## src/hw/rtl/wbps_pkg.sv

```systemverilog
// Shared constants, types and register codes of the wildcard byte pattern scanner.
package wbps_pkg;

    localparam int PATTERN_BYTES = 16;
    localparam int ADDRESS_BITS  = 48;
    localparam int REG_BYTES     = 16;
    localparam int REG_IDX_W     = $clog2(REG_BYTES);
    localparam int LEN_W         = $clog2(PATTERN_BYTES + 1);
    localparam int CFG_IDX_W     = 3;
    localparam int CFG_DATA_W    = 64;
    localparam int OUT_ADDR_W    = 48;

    typedef enum logic [CFG_IDX_W-1:0] {
        REG_PATTERN_LOW  = 3'd0,
        REG_PATTERN_HIGH = 3'd1,
        REG_CARE_MASK    = 3'd2,
        REG_PATTERN_LEN  = 3'd3,
        REG_BASE_ADDRESS = 3'd4
    } t_reg_idx;

    typedef logic [PATTERN_BYTES-1:0][7:0] t_window;

    typedef struct packed {
        logic [63:0] pattern_low;
        logic [63:0] pattern_high;
        logic [15:0] care_mask;
        logic [4:0]  pattern_len;
        logic [47:0] base_address;
    } t_cfg;

    // Window as it stands once the incoming byte is shifted in.
    typedef struct packed {
        t_window                 window;
        logic [LEN_W-1:0]        fill;
        logic [ADDRESS_BITS-1:0] offset;
    } t_win_view;

    typedef struct packed {
        logic [OUT_ADDR_W-1:0] match_address;
        logic                  found;
        logic                  scan_done;
    } t_result;

endpackage

```

## src/hw/rtl/wbps_window.sv

```systemverilog
// Byte window shift register, saturating fill count and running byte offset.
module wbps_window (
    input  logic               i_clk,
    input  logic               i_rst_n,
    input  logic               i_accept,
    input  logic [7:0]         i_data_byte,
    input  logic               i_last_byte,
    output wbps_pkg::t_win_view o_view
);
    import wbps_pkg::*;

    t_window                 r_window;
    t_window                 n_window;
    logic [LEN_W-1:0]        r_fill;
    logic [LEN_W-1:0]        n_fill;
    logic [ADDRESS_BITS-1:0] r_offset;

    always_comb begin
        for (int k = PATTERN_BYTES - 1; k > 0; k--) begin
            n_window[k] = r_window[k-1];
        end
        n_window[0] = i_data_byte;
        if (r_fill == LEN_W'(PATTERN_BYTES)) begin
            n_fill = r_fill;
        end else begin
            n_fill = r_fill + LEN_W'(1);
        end
    end

    assign o_view.window = n_window;
    assign o_view.fill   = n_fill;
    assign o_view.offset = r_offset;

    always_ff @(posedge i_clk) begin
        if (!i_rst_n) begin
            r_window <= '0;
            r_fill   <= '0;
            r_offset <= '0;
        end else if (i_accept) begin
            if (i_last_byte) begin
                r_window <= '0;
                r_fill   <= '0;
                r_offset <= '0;
            end else begin
                r_window <= n_window;
                r_fill   <= n_fill;
                r_offset <= r_offset + ADDRESS_BITS'(1);
            end
        end
    end

endmodule

```

## src/hw/rtl/wbps_match.sv

```systemverilog
// Masked compare of the window against the pattern and match address computation.
module wbps_match (
    input  wbps_pkg::t_win_view i_view,
    input  wbps_pkg::t_cfg      i_cfg,
    input  logic                i_last_byte,
    output logic                o_hit,
    output wbps_pkg::t_result   o_result
);
    import wbps_pkg::*;

    logic [REG_BYTES-1:0][7:0] pat;
    logic [LEN_W-1:0]          len_eff;
    logic [PATTERN_BYTES-1:0]  pos_ok;
    logic [LEN_W-1:0]          j;
    logic [ADDRESS_BITS-1:0]   start_off;
    logic [ADDRESS_BITS-1:0]   sum;
    logic                      fill_ok;

    assign pat = {i_cfg.pattern_high, i_cfg.pattern_low};

    always_comb begin
        if (int'(i_cfg.pattern_len) > PATTERN_BYTES) begin
            len_eff = LEN_W'(PATTERN_BYTES);
        end else begin
            len_eff = LEN_W'(i_cfg.pattern_len);
        end

        // Window slot k lines up with pattern byte len-1-k; slots past the length are free.
        j = '0;
        for (int k = 0; k < PATTERN_BYTES; k++) begin
            j = len_eff - LEN_W'(k) - LEN_W'(1);
            if (LEN_W'(k) >= len_eff) begin
                pos_ok[k] = 1'b1;
            end else if (int'(j) >= REG_BYTES) begin
                pos_ok[k] = 1'b1;
            end else if (!i_cfg.care_mask[j[REG_IDX_W-1:0]]) begin
                pos_ok[k] = 1'b1;
            end else begin
                pos_ok[k] = (i_view.window[k] == pat[j[REG_IDX_W-1:0]]);
            end
        end

        fill_ok = (i_view.fill >= len_eff);
        o_hit   = (len_eff == '0) || (fill_ok && (&pos_ok));

        if (len_eff == '0) begin
            start_off = i_view.offset;
        end else begin
            start_off = i_view.offset - ADDRESS_BITS'(len_eff)
                        + ADDRESS_BITS'(1);
        end
        sum = ADDRESS_BITS'(i_cfg.base_address) + start_off;

        o_result.match_address = o_hit ? OUT_ADDR_W'(sum) : '0;
        o_result.found         = o_hit;
        o_result.scan_done     = i_last_byte;
    end

endmodule

```

## src/hw/rtl/wbps_out_buf.sv

```systemverilog
// Two-entry result buffer: output register plus skid register.
module wbps_out_buf (
    input  logic              i_clk,
    input  logic              i_rst_n,
    input  logic              i_push,
    input  wbps_pkg::t_result i_result,
    output logic              o_full,
    output logic              o_valid,
    input  logic              i_ready,
    output wbps_pkg::t_result o_result
);
    import wbps_pkg::*;

    logic    r_out_valid;
    logic    r_skid_valid;
    t_result r_out;
    t_result r_skid;
    logic    pop;

    assign pop      = r_out_valid && i_ready;
    assign o_valid  = r_out_valid;
    assign o_result = r_out;
    assign o_full   = r_skid_valid;

    always_ff @(posedge i_clk) begin
        if (!i_rst_n) begin
            r_out_valid  <= 1'b0;
            r_skid_valid <= 1'b0;
        end else if (!r_out_valid || pop) begin
            if (r_skid_valid) begin
                r_out_valid  <= 1'b1;
                r_skid_valid <= i_push;
            end else begin
                r_out_valid  <= i_push;
            end
        end else if (i_push) begin
            r_skid_valid <= 1'b1;
        end
    end

    always_ff @(posedge i_clk) begin
        if (!r_out_valid || pop) begin
            if (r_skid_valid) begin
                r_out  <= r_skid;
                r_skid <= i_result;
            end else begin
                r_out  <= i_result;
            end
        end else if (i_push) begin
            r_skid <= i_result;
        end
    end

endmodule

```

## src/hw/rtl/wildcard_byte_pattern_scanner.sv

```systemverilog
// Top level: configuration registers, window, matcher and result buffer.
// Latency: a result appears on o_valid the cycle after the byte that causes it is accepted,
// provided the output register is free; otherwise it waits behind the stalled beat.
// Throughput: one byte per cycle; the window shift and the 16 masked compares finish in
// the accept cycle. During an output stall the skid register absorbs one more result
// beat, after which the input stalls until the output register drains.
// Reset (synchronous, active low): clears configuration, window, fill count, offset and
// the result buffer; the block is ready to take bytes as soon as reset is released.
module wildcard_byte_pattern_scanner (
    input  logic                            i_clk,
    input  logic                            i_rst_n,
    input  logic                            i_cfg_valid,
    output logic                            o_cfg_ready,
    input  logic [wbps_pkg::CFG_IDX_W-1:0]  i_cfg_index,
    input  logic [wbps_pkg::CFG_DATA_W-1:0] i_cfg_data,
    input  logic                            i_valid,
    output logic                            o_ready,
    input  logic [7:0]                      i_data_byte,
    input  logic                            i_last_byte,
    output logic                            o_valid,
    input  logic                            i_ready,
    output logic [wbps_pkg::OUT_ADDR_W-1:0] o_match_address,
    output logic                            o_found,
    output logic                            o_scan_done
);
    import wbps_pkg::*;

    t_cfg      r_cfg;
    t_win_view view;
    t_result   match_res;
    t_result   out_res;
    logic      hit;
    logic      accept;
    logic      push;
    logic      buf_full;

    assign o_cfg_ready = 1'b1;
    assign o_ready     = !buf_full;
    assign accept      = i_valid && o_ready;
    assign push        = accept && (hit || i_last_byte);

    always_ff @(posedge i_clk) begin
        if (!i_rst_n) begin
            r_cfg <= '0;
        end else if (i_cfg_valid) begin
            case (t_reg_idx'(i_cfg_index))
                REG_PATTERN_LOW:  r_cfg.pattern_low  <= i_cfg_data;
                REG_PATTERN_HIGH: r_cfg.pattern_high <= i_cfg_data;
                REG_CARE_MASK:    r_cfg.care_mask    <= i_cfg_data[15:0];
                REG_PATTERN_LEN:  r_cfg.pattern_len  <= i_cfg_data[4:0];
                REG_BASE_ADDRESS: r_cfg.base_address <= i_cfg_data[47:0];
                default: begin
                end
            endcase
        end
    end

    wbps_window u_window (
        .i_clk       (i_clk),
        .i_rst_n     (i_rst_n),
        .i_accept    (accept),
        .i_data_byte (i_data_byte),
        .i_last_byte (i_last_byte),
        .o_view      (view)
    );

    wbps_match u_match (
        .i_view      (view),
        .i_cfg       (r_cfg),
        .i_last_byte (i_last_byte),
        .o_hit       (hit),
        .o_result    (match_res)
    );

    wbps_out_buf u_out_buf (
        .i_clk    (i_clk),
        .i_rst_n  (i_rst_n),
        .i_push   (push),
        .i_result (match_res),
        .o_full   (buf_full),
        .o_valid  (o_valid),
        .i_ready  (i_ready),
        .o_result (out_res)
    );

    assign o_match_address = out_res.match_address;
    assign o_found         = out_res.found;
    assign o_scan_done     = out_res.scan_done;

    // Input side stalls only when both buffer entries hold a beat.
    a_stall_needs_output: assert property (@(posedge i_clk) disable iff (!i_rst_n)
        !o_ready |-> o_valid)
        else $error("input stalled with no result pending");

    // The final byte always yields a result beat.
    a_last_gives_result: assert property (@(posedge i_clk) disable iff (!i_rst_n)
        (accept && i_last_byte) |=> o_valid)
        else $error("final byte produced no result");

    // The final byte restarts the offset of the next range.
    a_last_clears_offset: assert property (@(posedge i_clk) disable iff (!i_rst_n)
        (accept && i_last_byte) |=> (view.offset == '0))
        else $error("offset not cleared after final byte");

    // A result without a match is only the end marker, with a zero address.
    a_marker_shape: assert property (@(posedge i_clk) disable iff (!i_rst_n)
        (o_valid && !o_found) |-> (o_scan_done && (o_match_address == '0)))
        else $error("malformed end marker");

endmodule

```

## config.mk

```make
export PLATFORM = sky130hd
export DESIGN_NAME = wildcard_byte_pattern_scanner
export DESIGN_NICKNAME = d
export VERILOG_FILES = /design/src/hw/rtl/wbps_pkg.sv /design/src/hw/rtl/wbps_window.sv /design/src/hw/rtl/wbps_match.sv /design/src/hw/rtl/wbps_out_buf.sv /design/src/hw/rtl/wildcard_byte_pattern_scanner.sv
export SDC_FILE = /design/constraint.sdc
export NUM_CORES = 2
export LEC_CHECK = 0
export CAP_MARGIN = 5
export CORE_ASPECT_RATIO = 1.25
export CORE_MARGIN = 5
export CORE_UTILIZATION = 55
export CTS_BUF_LIST = sky130_fd_sc_hd__clkbuf_2 sky130_fd_sc_hd__clkbuf_4 sky130_fd_sc_hd__clkbuf_8
export CTS_CLUSTER_SIZE = 25
export DETAILED_ROUTE_END_ITERATION = 7
export DONT_BUFFER_PORTS = 1
export PLACE_DENSITY = 0.67
export SLEW_MARGIN = 5
export SYNTH_ARGS = -nofsm -noshare
export SYNTH_HDL_FRONTEND = slang
export SYNTH_SLANG_ARGS = --single-unit
```

## constraint.sdc

```tcl
create_clock -name i_clk -period 10.35 [get_ports i_clk]
set_clock_uncertainty 0.1 [all_clocks]
set_input_delay 2.07 -clock i_clk [delete_from_list [all_inputs] [get_ports i_clk]]
set_output_delay 2.07 -clock i_clk [all_outputs]
set_load 0.005 [all_outputs]
```

==> flow_summary.yaml <==
placed_design:
  dp_hpwl_um: 117000
  place_inst: 5143
  port_buffers: 0
  gp_congestion: 1.140
sta:
  drv_slew: 0
  fin_tns_setup_ns: 0
  finalHoldViolCount: 0
  rsz0062_at_grt: "false"
  finalSetupViolations: 0
  max_slew_margin_pct: 2.686
  max_freq_ghz: 0.1256
  max_slew.worst_pin.slew_ns: 1.460
  min_period_ns: 7.964
  fin_crit_sh_pct: 76.94
setup_path:
  r2r_setup_slack_ns: 2.39
  critPathCaptureType: "flop"
  slowest_delay_ns: 0.72
  arrival_ns: 8.29
  path_class: "flop to flop"
  r2r-start: "r_cfg[49]$_SDFFE_PN0P_"
  critical_path_required_ns: 10.68
  start_kind: "flop"
  crit_fanout: 43
  crit_slowest_cell: "nor2b_4"
  crit_start: "r_cfg[49]$_SDFFE_PN0P_"
route:
  drc: 0
  ant_nets: 0
  via_per_inst: 6.722
  post_drt_wl_per_cell_um: 29.65
  drt-total-wl_um: 157000
  dr_total_vias: 35590
  first_pass_iters: 7
  drt_iter0_drc: 4287
synth:
  synthCells: 4533
  yosysSeqAreaShare_pct: 27.82
  synth-main-ff-cell: "dfxtp_1"
  yosys.area_share.simple_pct: 19.34
  syn-num-nets: 4772
  synth_seq_cells: 472
  synth-xor-area-share_pct: 6.812
  synth-warning-count: 0
  synth_top_family_by_area: "compound AO/OA/AOI/OAI gates"
  async_flop_share_pct: 0
  synth-compound-area-share_pct: 22.27
  synth_edf_count: 100
  syn-cell-area_um2: 37560
  synthAdderAreaFrac_pct: 5.303
  synth_mux_area_share_pct: 13.06
  synth_cell_types: 98
  synth.avg_cell_area_um2: 8.286
power:
  clock_power_share_pct: 41.4
  p_switching_w: 0.001253
  p_seq_share_pct: 45.1
  power_density_nw_per_um2: 111.2
  irDropWorstVdd_uv: 114.9
  power_frac_comb_pct: 13.5
  leakage_nw: 15.01
  p_int_w: 0.003153
  swShare_pct: 28.44
global_routing:
  grt_max_degree: 328
  grt_usage_pct: 41.15
  grt_pass1_wl_um: 227300
  grt_pass1_vias: 33900
  antenna_found_initial: 9
  grt_overflow: 0
hold_path:
  worstHoldStart: "r_cfg[8]$_SDFFE_PN0P_"
  hold_class: "flop to flop"
die:
  ios: 134
  placementRows: 107
  start_util_pct: 55.34
  dieWidth_um: 243.7
  dieArea_um2: 73650
  die_h_um: 302.2
  fp.coreArea_um2: 67880
cts:
  tritoncts: "done"
  cts_setup_buffers: 0
  clkSinkCount: 472
  numCtsBuffers: 80
  clk_latency_ns: 0.74
  cts-resized-gates: 0
  path_clk_slew_ns: 0.06
  hold_buffers: 0
  cts_buffer_depth: 3
  h-tree-depth: 3
  root_buffer: "clkbuf_8"
cells_and_area:
  layout-drive-gt1-share_pct: 9.871
  finalNetCount: 4593
  area_growth_pct: 5.490
  fin_cells: 5294
run:
  cap_violations: 0
status:
  outcome: "finished clean"
-- path summary, 6_finish.rpt --
path	to	cells after the start
worst min register to register	r_cfg[8]$_SDFFE_PN0P_	2
worst min-delay path	r_cfg[8]$_SDFFE_PN0P_	2
worst max-delay path	u_out_buf.o_result[45]$_DFFE_PP_	28
worst max register to register	u_out_buf.o_result[45]$_DFFE_PP_	28
-- cell type report --
type,count,area (um2)
repair buffers,85,638.1
flip-flops and latches,472,10470
clock buffers,121,1509
multi-input cells,3586,25190
well taps,872,1091
inverters,129,489.2
clock inverters,24,221.5
fillers,6417,28250
diodes,5,12.51
-- kinds of logic after synthesis --
kind of cell | count (synthesis)
AOI/OAI and AO/OA | 1225
xor gates and xnor gates | 290
adders and majority gates | 158
buffers and inverters | 475
DFF | 472
muxes | 394
other | 1
and+or+nand+nor | 1518
-- synthesized netlist by cell type (80+ instances only) --
cell,n,area [um2]
nand2_1,627,2354
dfxtp_1,372,7447
a21oi_1,282,1411
mux2i_1,268,2683
nor2_1,264,991.0
clkbuf_1,217,814.5
a21boi_0,197,1479
xnor2_1,187,1638
o21ai_0,165,825.8
ha_1,156,1952
nor2b_1,154,963.4
and3_1,131,819.5
inv_1,123,461.7
xor2_1,102,893.4
edfxtp_1,100,3003
a21o_1,80,600.6
-- layout by cell type, fill, tap and decap left out, types with 71 or more instances in the layout --
cell type / instances
edfxtp_1: 100
ha_1: 156
mux4_2: 71
inv_1: 120
nand2_1: 626
a21boi_0: 197
and3_1: 129
a21o_1: 80
nor2_1: 261
buf_4: 84
dfxtp_1: 367
o21ai_0: 165
xnor2_1: 187
xor2_1: 102
nor2b_1: 152
a21oi_1: 282
clkbuf_8: 96
mux2i_1: 268
-- registers in the layout, summed over array words and instances (netlist names) --
| register | cells |
|---|---|
| u_window.r_offset | 48 |
| u_window.r_fill | 5 |
| u_out_buf.r_skid | 50 |
| u_out_buf.o_result | 50 |
| u_out_buf.o_full | 1 |
| u_out_buf.o_valid | 1 |
| u_window.o_view | 120 |
| r_cfg | 197 |
-- critical path: cells and delay by family (launching register included) --
family                     cells  cell delay [ns]
AOI/OAI and AO/OA             17             3.75
DFF                            1             0.68
xor gates and xnor gates       2             0.37
buffers and inverters          1             0.34
adders and majority gates      3             1.07
and+or+nand+nor                5             1.29
-- through the flow --
| stage | worst slack [ns] | area [um2] | util (%) | hold WS (ns) | total power (W) |
|---|---|---|---|---|---|
| 2_1_floorplan | 3.871 | 37560 | - | 0.3478 | 0.002414 |
| 3_3_place_gp | 2.655 | 37870 | 55.79 | 0.3549 | 0.002588 |
| 6_report | 2.386 | 39620 | 58.37 | 0.3714 | 0.004406 |
| 3_5_place_dp | 2.539 | 37870 | 55.79 | 0.3646 | 0.002592 |
| 4_1_cts | 2.499 | 39600 | 58.33 | 0.3731 | 0.004413 |
| 5_1_grt | 1.730 | 39620 | 58.37 | 0.3976 | 0.004548 |
-- power groups by stage --
stage	Sequential (W)	Combinational (W)	Clock (W)
global placement	0.00202	0.000564	0
floorplan	0.00199	0.000422	0
detailed placement	0.00202	0.000568	0
CTS	0.00199	0.000570	0.00186
global route	0.00199	0.000622	0.00194
finish	0.00199	0.000594	0.00182
-- routing by layer --
metal / global-route usage [%] / up-vias / routed length (um)
met5: 0 / - / 24
li1: - / 16020 / -
met2: 64.24 / 1837 / 68830
met4: 34.24 / 4 / 16690
met3: 10.29 / 682 / 14670
met1: 47.70 / 17050 / 56770
Note: power is estimated with default switching activity, not from simulation.
